===== config.mk =====
export PLATFORM = sky130hd
export DESIGN_NAME = cpu_load_window_percent
export DESIGN_NICKNAME = d
export VERILOG_FILES = /design/src/hdl/clw_pkg.sv /design/src/hdl/clw_base_ram.sv /design/src/hdl/clw_div.sv /design/src/hdl/cpu_load_window_percent.sv
export SDC_FILE = /design/constraint.sdc
export NUM_CORES = 2
export LEC_CHECK = 0
export ABC_AREA = 1
export BUFFER_PORTS_ARGS = -buffer_cell sky130_fd_sc_hd__buf_4
export CORE_MARGIN = 8
export CORE_UTILIZATION = 55
export DETAILED_ROUTE_END_ITERATION = 16
export PLACE_DENSITY = 0.71
export SYNTH_ARGS = -nofsm -noshare
export SYNTH_HDL_FRONTEND = slang
export SYNTH_SLANG_ARGS = --single-unit

===== constraint.sdc =====
create_clock -name clk -period 12.25 [get_ports clk]
set_input_delay 0.6125 -clock clk [delete_from_list [all_inputs] [get_ports clk]]
set_output_delay 0.6125 -clock clk [all_outputs]
set_load 0.03 [all_outputs]

===== src/hdl/clw_pkg.sv =====
// Shared types, constants and codes for the CPU load window meter.
package clw_pkg;

  localparam int MAX_CPUS = 8;
  localparam int CPU_W = (MAX_CPUS > 1) ? $clog2(MAX_CPUS) : 1;

  localparam int DIV_W = 64;
  localparam int DIV_CNT_W = $clog2(DIV_W);

  localparam int CFG_IDX_W = 1;
  localparam int CFG_DATA_W = 32;
  localparam logic [CFG_IDX_W-1:0] CFG_ACTIVE_CPUS = 1'b0;
  localparam logic [CFG_IDX_W-1:0] CFG_CYCLE_CLOCK_HZ = 1'b1;

  localparam logic [3:0] ACTIVE_CPUS_RESET = 4'd8;
  localparam logic [31:0] CYCLE_CLOCK_HZ_RESET = 32'd100000000;

  localparam logic [19:0] MICROS_PER_SECOND = 20'd1000000;
  localparam logic [6:0] FULL_LOAD = 7'd100;
  localparam logic [6:0] FULL_CONFIDENCE = 7'd100;
  localparam logic [63:0] LOAD_LIMIT = 64'hFFFF_FFFF_FFFF_FFFF / 64'd100;
  localparam logic [63:0] MICROS_Q_LIMIT = 64'h0000_0000_FFFF_FFFF / 64'd1000000;

  // Dividing the window by 100 goes 16 bits at a time: a 23-bit partial value times
  // ceil(2^30 / 100), shifted down by 30, is its exact quotient by 100.
  localparam logic [22:0] STEP_DIVISOR = 23'd100;
  localparam logic [23:0] STEP_RECIP = 24'd10737419;
  localparam int STEP_SHIFT = 30;

  typedef enum logic [1:0] {
    ST_OK      = 2'd0,
    ST_INVALID = 2'd1,
    ST_RETRY   = 2'd2
  } status_t;

  typedef enum logic [1:0] {
    LM_FULL,
    LM_SCALED,
    LM_STEP
  } load_mode_t;

  typedef enum logic [2:0] {
    S_IDLE,
    S_EVAL,
    S_LAUNCH1,
    S_WAIT1,
    S_MUL,
    S_LAUNCH2,
    S_WAIT2,
    S_FINISH
  } state_t;

  typedef struct packed {
    logic [7:0]  cpu_index;
    logic [63:0] elapsed_cycles_total;
    logic [63:0] busy_cycles_total;
  } query_t;

  typedef struct packed {
    status_t     status;
    logic [63:0] busy_delta;
    logic [63:0] window_delta;
    logic [31:0] window_micros;
    logic [6:0]  load_percent;
    logic [6:0]  confidence;
  } result_t;

  typedef struct packed {
    logic [63:0] elapsed;
    logic [63:0] busy;
  } base_t;

  typedef struct packed {
    logic        start;
    logic [63:0] dividend;
    logic [63:0] divisor;
  } div_req_t;

endpackage


===== src/hdl/clw_base_ram.sv =====
// Baseline counter memory: one elapsed/busy pair per CPU, with a registered read.
module clw_base_ram (
  input  logic                     clk,
  input  logic                     we,
  input  logic [clw_pkg::CPU_W-1:0] waddr,
  input  clw_pkg::base_t           wdata,
  input  logic                     re,
  input  logic [clw_pkg::CPU_W-1:0] raddr,
  output clw_pkg::base_t           rdata
);

  clw_pkg::base_t mem [clw_pkg::MAX_CPUS];

  always_ff @(posedge clk) begin
    if (we) begin
      mem[waddr] <= wdata;
    end
  end

  always_ff @(posedge clk) begin
    if (re) begin
      rdata <= mem[raddr];
    end
  end

endmodule


===== src/hdl/clw_div.sv =====
// Restoring 64-bit divider that retires one quotient bit per cycle.
module clw_div (
  input  logic              clk,
  input  logic              rst,
  input  clw_pkg::div_req_t req,
  output logic              active,
  output logic [63:0]       quot,
  output logic [63:0]       rem
);

  logic [63:0]                  dsr;
  logic [clw_pkg::DIV_CNT_W-1:0] count;
  logic [64:0]                  trial;
  logic [64:0]                  diff;

  assign trial = {rem, quot[63]};
  assign diff = trial - {1'b0, dsr};

  always_ff @(posedge clk) begin
    if (rst) begin
      active <= 1'b0;
      count <= '0;
    end else if (req.start) begin
      active <= 1'b1;
      count <= '0;
    end else if (active) begin
      count <= count + 1'b1;
      if (count == clw_pkg::DIV_CNT_W'(clw_pkg::DIV_W - 1)) begin
        active <= 1'b0;
      end
    end
  end

  // The quotient register starts out holding the dividend and shifts quotient bits in.
  always_ff @(posedge clk) begin
    if (req.start) begin
      quot <= req.dividend;
      rem <= '0;
      dsr <= req.divisor;
    end else if (active) begin
      if (!diff[64]) begin
        rem <= diff[63:0];
        quot <= {quot[62:0], 1'b1};
      end else begin
        rem <= trial[63:0];
        quot <= {quot[62:0], 1'b0};
      end
    end
  end

endmodule


===== src/hdl/cpu_load_window_percent.sv =====
// Top level of the CPU load window meter: sequencer, configuration and result register.
//
// A query is taken when start is high and busy is low; its result word appears on result
// with done high for exactly one cycle, and the receiver cannot stall it. Invalid-CPU and
// retry results are decided in the evaluation state that follows the taken query. For an
// OK result, a first wait runs the bit-serial divide of the window by the clock rate,
// next to the division of the window by 100 and, when busy is below the window and small
// enough to scale by 100, the load divide; a second wait runs the microsecond remainder
// divide and, for very large busy counts, busy over a hundredth of the window. Baseline
// memory access and bookkeeping fill the states around the waits. When the microsecond
// count saturates and no large-busy divide is needed, no divider is started for the
// second wait and it passes straight on. Busy stays low while a result is shown, so the
// next query can be taken in that cycle. Baselines live in a small memory; only the
// per-CPU valid flags are cleared at reset, so no clearing pass is needed.
module cpu_load_window_percent (
  input  logic                          clk,
  input  logic                          rst,
  input  logic                          start,
  output logic                          busy,
  input  clw_pkg::query_t               query,
  input  logic                          cfg_write,
  input  logic [clw_pkg::CFG_IDX_W-1:0]  cfg_index,
  input  logic [clw_pkg::CFG_DATA_W-1:0] cfg_data,
  output logic                          done,
  output clw_pkg::result_t              result
);

  clw_pkg::state_t state;
  clw_pkg::state_t state_next;

  logic [3:0]  active_cpus;
  logic [31:0] cycle_clock_hz;

  clw_pkg::query_t  req;
  clw_pkg::base_t   base_rd;
  clw_pkg::base_t   base_wr;
  logic [clw_pkg::MAX_CPUS-1:0] has_base;
  logic [clw_pkg::CPU_W-1:0] addr;

  logic [63:0] win;
  logic [63:0] busy_d;
  logic [63:0] prod;
  logic [32:0] us_hi;
  logic        us_sat;
  logic [6:0]  load_pct;
  logic        b2_needed;
  clw_pkg::load_mode_t load_mode;
  clw_pkg::load_mode_t load_mode_next;

  logic [63:0] step_quot;
  logic [6:0]  step_rem;
  logic [2:0]  step_cnt;
  logic [15:0] step_chunk;
  logic [22:0] step_part;
  logic [46:0] step_prod;
  logic [15:0] step_digit;
  logic [22:0] step_diff;

  clw_pkg::div_req_t a_req;
  clw_pkg::div_req_t b_req;
  logic        a_active;
  logic        b_active;
  logic [63:0] a_quot;
  logic [63:0] a_rem;
  logic [63:0] b_quot;
  logic [63:0] b_rem;

  logic        accept;
  logic        cpu_ok;
  logic        went_back;
  logic [63:0] win_c;
  logic [63:0] busy_c;
  logic [63:0] hz_eff;
  logic        ram_we;
  logic        emit;
  clw_pkg::result_t result_next;
  logic [33:0] us_sum;

  assign busy = (state != clw_pkg::S_IDLE);
  assign accept = start && !busy;
  assign addr = req.cpu_index[clw_pkg::CPU_W-1:0];
  assign hz_eff = (cycle_clock_hz == 32'd0) ? 64'd1 : {32'd0, cycle_clock_hz};

  assign cpu_ok = (req.cpu_index < {4'd0, active_cpus}) &&
                  (req.cpu_index < 8'(clw_pkg::MAX_CPUS));
  assign went_back = (req.elapsed_cycles_total < base_rd.elapsed) ||
                     (req.busy_cycles_total < base_rd.busy);
  assign win_c = req.elapsed_cycles_total - base_rd.elapsed;
  assign busy_c = req.busy_cycles_total - base_rd.busy;
  assign base_wr = '{elapsed: req.elapsed_cycles_total, busy: req.busy_cycles_total};
  assign us_sum = {1'b0, us_hi} + {14'd0, a_quot[19:0]};

  // The window is divided by 100 one 16-bit digit per cycle, most significant first.
  assign step_part = {step_rem, step_chunk};
  assign step_prod = 47'(step_part) * 47'(clw_pkg::STEP_RECIP);
  assign step_digit = step_prod[clw_pkg::STEP_SHIFT+15:clw_pkg::STEP_SHIFT];
  assign step_diff = step_part - 23'(step_digit) * clw_pkg::STEP_DIVISOR;

  always_comb begin
    unique case (step_cnt[1:0])
      2'd0: step_chunk = win[63:48];
      2'd1: step_chunk = win[47:32];
      2'd2: step_chunk = win[31:16];
      default: step_chunk = win[15:0];
    endcase
  end

  // One query is in flight at a time and its write-back lands before the next read, so
  // the memory needs no forwarding.
  clw_base_ram u_base_ram (
    .clk   (clk),
    .we    (ram_we),
    .waddr (addr),
    .wdata (base_wr),
    .re    (accept),
    .raddr (query.cpu_index[clw_pkg::CPU_W-1:0]),
    .rdata (base_rd)
  );

  clw_div u_div_micros (
    .clk    (clk),
    .rst    (rst),
    .req    (a_req),
    .active (a_active),
    .quot   (a_quot),
    .rem    (a_rem)
  );

  clw_div u_div_load (
    .clk    (clk),
    .rst    (rst),
    .req    (b_req),
    .active (b_active),
    .quot   (b_quot),
    .rem    (b_rem)
  );

  always_ff @(posedge clk) begin
    if (rst) begin
      active_cpus <= clw_pkg::ACTIVE_CPUS_RESET;
      cycle_clock_hz <= clw_pkg::CYCLE_CLOCK_HZ_RESET;
    end else if (cfg_write) begin
      unique case (cfg_index)
        clw_pkg::CFG_ACTIVE_CPUS: active_cpus <= cfg_data[3:0];
        clw_pkg::CFG_CYCLE_CLOCK_HZ: cycle_clock_hz <= cfg_data;
        default: ;
      endcase
    end
  end

  always_ff @(posedge clk) begin
    if (rst) begin
      state <= clw_pkg::S_IDLE;
    end else begin
      state <= state_next;
    end
  end

  always_comb begin
    state_next = state;
    a_req = '{start: 1'b0, dividend: win, divisor: hz_eff};
    b_req = '{start: 1'b0, dividend: busy_d, divisor: win};
    load_mode_next = load_mode;
    ram_we = 1'b0;
    emit = 1'b0;
    result_next = '0;
    unique case (state)
      clw_pkg::S_IDLE: begin
        if (accept) begin
          state_next = clw_pkg::S_EVAL;
        end
      end
      clw_pkg::S_EVAL: begin
        if (!cpu_ok) begin
          emit = 1'b1;
          result_next.status = clw_pkg::ST_INVALID;
          state_next = clw_pkg::S_IDLE;
        end else if (!has_base[addr] || went_back || win_c == 64'd0) begin
          ram_we = 1'b1;
          emit = 1'b1;
          result_next.status = clw_pkg::ST_RETRY;
          state_next = clw_pkg::S_IDLE;
        end else begin
          ram_we = 1'b1;
          state_next = clw_pkg::S_LAUNCH1;
        end
      end
      clw_pkg::S_LAUNCH1: begin
        a_req.start = 1'b1;
        if (busy_d >= win) begin
          load_mode_next = clw_pkg::LM_FULL;
        end else if (busy_d <= clw_pkg::LOAD_LIMIT) begin
          load_mode_next = clw_pkg::LM_SCALED;
          b_req.start = 1'b1;
          b_req.dividend = 64'(busy_d * 64'd100);
        end else begin
          // Large busy counts divide by the window's hundredth to stay within 64 bits;
          // that hundredth is worked out during the first wait.
          load_mode_next = clw_pkg::LM_STEP;
        end
        state_next = clw_pkg::S_WAIT1;
      end
      clw_pkg::S_WAIT1: begin
        if (!a_active && !b_active && step_cnt[2]) begin
          state_next = clw_pkg::S_MUL;
        end
      end
      clw_pkg::S_MUL: begin
        state_next = clw_pkg::S_LAUNCH2;
      end
      clw_pkg::S_LAUNCH2: begin
        a_req.start = !us_sat;
        a_req.dividend = prod;
        b_req.start = b2_needed;
        b_req.divisor = step_quot;
        state_next = clw_pkg::S_WAIT2;
      end
      clw_pkg::S_WAIT2: begin
        if (!a_active && !b_active) begin
          state_next = clw_pkg::S_FINISH;
        end
      end
      clw_pkg::S_FINISH: begin
        emit = 1'b1;
        result_next.status = clw_pkg::ST_OK;
        result_next.busy_delta = busy_d;
        result_next.window_delta = win;
        if (us_sat || us_sum[33:32] != 2'd0) begin
          result_next.window_micros = 32'hFFFF_FFFF;
        end else begin
          result_next.window_micros = us_sum[31:0];
        end
        if (b2_needed) begin
          result_next.load_percent = (b_quot > 64'd100) ? clw_pkg::FULL_LOAD : b_quot[6:0];
        end else begin
          result_next.load_percent = load_pct;
        end
        result_next.confidence = clw_pkg::FULL_CONFIDENCE;
        state_next = clw_pkg::S_IDLE;
      end
      default: state_next = clw_pkg::S_IDLE;
    endcase
  end

  always_ff @(posedge clk) begin
    if (rst) begin
      has_base <= '0;
      done <= 1'b0;
    end else begin
      done <= emit;
      if (ram_we) begin
        has_base[addr] <= 1'b1;
      end
    end
  end

  always_ff @(posedge clk) begin
    if (accept) begin
      req <= query;
    end
    if (emit) begin
      result <= result_next;
    end
    if (state == clw_pkg::S_EVAL) begin
      win <= win_c;
      busy_d <= busy_c;
    end
    if (state == clw_pkg::S_LAUNCH1) begin
      load_mode <= load_mode_next;
      step_cnt <= '0;
      step_rem <= '0;
    end
    // Four digits are taken while the first divisions run; the top count bit marks the end.
    if (state == clw_pkg::S_WAIT1 && !step_cnt[2]) begin
      step_quot <= {step_quot[47:0], step_digit};
      step_rem <= step_diff[6:0];
      step_cnt <= step_cnt + 3'd1;
    end
    if (state == clw_pkg::S_MUL) begin
      // The whole-second part of the window is scaled here; the remainder goes to the
      // second division.
      us_sat <= (a_quot > clw_pkg::MICROS_Q_LIMIT);
      us_hi <= 33'(a_quot[12:0]) * 33'(clw_pkg::MICROS_PER_SECOND);
      prod <= 64'(52'(a_rem[31:0]) * 52'(clw_pkg::MICROS_PER_SECOND));
      b2_needed <= (load_mode == clw_pkg::LM_STEP) && (step_quot != 64'd0);
      unique case (load_mode)
        clw_pkg::LM_SCALED: load_pct <= b_quot[6:0];
        clw_pkg::LM_FULL,
        clw_pkg::LM_STEP: load_pct <= clw_pkg::FULL_LOAD;
        default: load_pct <= clw_pkg::FULL_LOAD;
      endcase
    end
  end

endmodule


==> out/qor.csv <==
stage,metric,value,unit
floorplan,Rows,178,
sta,worst-margin pin slew,1.18,ns
setup_path,worst setup path endpoint,step_rem[6]$_SDFFCE_PN0P_,
setup_path,Crit path arrival time,10.13,ns
sta,final count of pins violating max slew,0,
place,IO buf count,346,
min_path,type of the tightest min-delay check,primary input to register,
place,Post-DP Area,0.135,mm²
cells_and_area,Util after Layout,61.3,%
yosys,"Top FF cell, synth",edfxtp_1,
routing,total number of vias,96711,
setup_path,Critical Path Source Type,register,
floorplan,Initial Util,55.1,%
routing,TritonRoute pass-1 iters,8,
yosys,syn avg cell area,9.51,µm²
floorplan,Die H,501,µm
clocking,post-cts sizing count,0,
global_route,"Remaining Overflow, GRT",0,
place,final RePlAce weighted congestion,0.998,
clocking,"Setup Fix Bufs, Post-CTS",0,
setup_path,worst stage delay on the critical path,0.55,ns
yosys,Gate Count Post-Synth,13574,
status,status,"complete, no violations",
sta,Final setup viols,0,
sta,fmax,0.105,GHz
clocking,CTS H-Tree Depth,4,
clocking,CTS Buf Count,218,
cells_and_area,share of layout cells above drive strength 1,6.14,%
floorplan,Die Width,501,µm
setup_path,Worst Setup End Kind,register,
global_route,largest net degree at the start of global routing,195,
routing,Avg WL per Cell,22.4,µm
setup_path,Critical Path Most Common Cell,inv_1,
cells_and_area,layout net count,15568,
setup_path,slowest CP cell,fa_1,
setup_path,cells on worst reg2reg path,41,
clocking,CTS Buffer Depth,3,
sta,final period utilization,77.4,%
yosys,asr flop ratio synth,0,%
floorplan,IO Count,351,
setup_path,CP Class,register to register,
routing,Iteration-0 DRC Markers,9316,
yosys,"Distinct cells, synth",72,
floorplan,Core Footprint,0.234,mm²
routing,DRC Markers,0,
yosys,"FF+latch count, synth",2158,
clocking,clock slew seen by the registers of the worst setup and hold paths,0.06,ns
setup_path,flop-to-flop setup slack,2.77,ns
routing,Post-Route WL,387000,µm
setup_path,CP max FO,15,
cells_and_area,post-route design area,0.144,mm²
floorplan,full die area,0.251,mm²
setup_path,CP Data Required Time,12.90,ns
global_route,Overall Global Routing Usage,30.0,%
min_path,min-delay src,cfg_data[6],
place,dpl hpwl,289000,µm
yosys,Synth Cell Area,0.129,mm²
routing,post-route ant nets,0,
yosys,sequential-to-total area share from yosys stat,48.7,%
clocking,Clock Sinks,2158,
setup_path,reg-to-reg startpoint,step_cnt[0]$_SDFFCE_PN0P_,
setup_path,Crit. Startpoint,step_cnt[0]$_SDFFCE_PN0P_,
clocking,CTS tree,yes,
sta,RSZ-0062 raised after global routing,no,
yosys,number of synthesized flops with an enable pin,1968,
sta,Fin Clk Skew,0.0957,ns
global_route,first-pass GRT wire length,573000,µm
cells_and_area,Syn-to-layout area delta,11.2,%
global_route,initial antenna violation count,10,
sta,Final Hold Viols,0,
clocking,clock root cell,clkbuf_16,
yosys,yosys synthesis warning count,0,
sta,Rel. slew slack,21.6,%
run,MaxCap Viol Count,0,
global_route,number of global-route vias before repair,92887,
routing,Vias/cell,5.58,
cells_and_area,Fillers,19782,
sta,fin crit period,9.48,ns
setup_path,reg-to-reg endpoint,step_rem[6]$_SDFFCE_PN0P_,
clocking,clk_lat worst skew,0.92,ns
==> worst min path at each step <==
stage / slack [ns] / depth (start not counted) / end
4_1_cts: 0.007 / 3 / cycle_clock_hz[6]$_SDFFE_PP0P_
6_report: 0.04 / 3 / cycle_clock_hz[6]$_SDFFE_PP0P_
3_5_place_dp: 0.44 / 0 / u_div_micros.dsr[27]$_SDFFCE_PN0P_
2_1_floorplan: 0.44 / 2 / has_base[2]$_SDFFE_PP0P_
5_1_grt: 0.04 / 3 / cycle_clock_hz[1]$_SDFFE_PP0P_
3_3_place_gp: 0.44 / 0 / u_div_micros.dsr[19]$_SDFFCE_PN0P_
==> logic make-up after synthesis <==
group / synth area share [%]
flip-flops: 48.7
AO/OA/AOI/OAI: 10.6
adder cells (fa/ha/maj): 16.3
AND/OR/NAND/NOR: 14.2
XOR/XNOR: 2.43
buffers and inverters: 7.84
other: 0.00290
==> worst max-delay path, delay by kind of cell, from the launching register on <==
family          cells  cell delay (ns)
xor+xnor            1             0.19
flops               1             0.44
buf+inv            12             1.29
fa+ha+maj          11             4.17
simple gates        8             1.68
compound gates      9             1.47
==> what timing repair did <==
action | 4_1_cts | 5_1_grt
hold buffers | 157 | 0
endpoints found under the hold margin | 164 | 0
setup endpoints to repair | 0 | 0
==> synth_stat cells, types with 16 or more instances <==
cell      number  area, µm²
o21ai_2       21        184
nand3b_1      27        203
xnor2_1      165       1450
a31oi_1      310       1940
buf_2         31        155
a21o_1        40        300
o21bai_1      30        225
o22ai_1      168       1050
inv_1       2225       8350
fa_1         430       8610
o21ai_1       75        375
xor2_1       194       1700
nand4_1       68        425
o211ai_1      34        255
nor2_1      1903       7140
o21ai_0      981       4910
nand3_1      292       1460
dfxtp_1      190       3800
nand2_1     2041       7660
buf_1         36        135
a21oi_2       18        158
o21a_1        43        323
ha_1         991      12400
nor3_1        89        445
edfxtp_1    1968      59100
buf_6         16        180
nor4_1        73        457
clkbuf_1     300       1130
a21oi_1      637       3190
==> per-layer routing <==
| metal | vias to the layer above | GRT usage, % | wire (µm) |
|---|---|---|---|
| li1 | 46099 | - | - |
| met1 | 46134 | 39.3 | 156000 |
| met2 | 3721 | 49.1 | 180000 |
| met3 | 753 | 5.21 | 29100 |
| met4 | 4 | 14.1 | 21700 |
| met5 | - | 0 | 27 |
==> state kept, by name, indices dropped and copies added (netlist names), 5 cells and up <==
signal / count
base_wr: 128
busy_d: 64
cycle_clock_hz: 32
has_base: 8
load_pct: 7
prod: 46
req: 5
result: 170
step_quot: 64
step_rem: 7
u_base_ram.mem: 1024
u_base_ram.rdata: 128
u_div_load.count: 6
u_div_load.dsr: 64
u_div_load.quot: 64
u_div_load.rem: 64
u_div_micros.count: 6
u_div_micros.dsr: 32
u_div_micros.quot: 64
u_div_micros.rem: 64
us_hi: 27
win: 64
==> final cells by class <==
cell class | instances | area (µm²) | share of cell area, %
Clock inverter | 141 | 1510 | 1.05
Tap cell | 3150 | 3940 | 2.75
Antenna cell | 6 | 15.0 | 0.0105
Inverter | 2239 | 8460 | 5.89
Clock buffer | 270 | 5730 | 3.99
Sequential cell | 2158 | 62900 | 43.8
Multi-Input combinational cell | 8784 | 56200 | 39.2
Timing Repair Buffer | 573 | 4780 | 3.33
==> stage by stage <==
step	cells	hold WS (ns)	worst slack (ns)	TNS [ns]
floorplan	13577	0.436	-0.863	-332.97
global placement	16747	0.440	2.84	0
detailed placement	16747	0.443	2.87	0
CTS	17315	0.00652	2.85	0
global route	17318	0.0418	2.25	0
finish	17321	0.0423	2.77	0
==> cells in the final DEF, fill, tap and decap left out, drive strengths merged, types with 9 or more instances in the layout <==
cell type    synthesis  layout
dfxtp              190     190
clkbuf             301     271
clkinvlp             0      11
or2                  9       9
o221ai              10      10
a31oi              310     310
bufinv               0      18
a21o                40      40
a22oi                9       9
nor4                74      74
xnor2              165     165
nand4               69      69
a21boi              27      27
o22ai              169     169
ha                 991     991
nor3                98      98
inv               2234    2248
and3                12      12
buf                 95     415
dlygate4sd3          0     157
edfxtp            1968    1968
nand3              294     294
clkinv               5     103
nand3b              27      27
o21a                43      43
nor2              1906    1906
o21ai             1078    1078
o21bai              30      30
o211ai              40      40
fa                 430     430
xor2               194     194
nand2             2057    2057
a21oi              656     656
Power is not shown: default switching activity piles up to over one toggle a cycle in this logic, so the estimate is an artifact.
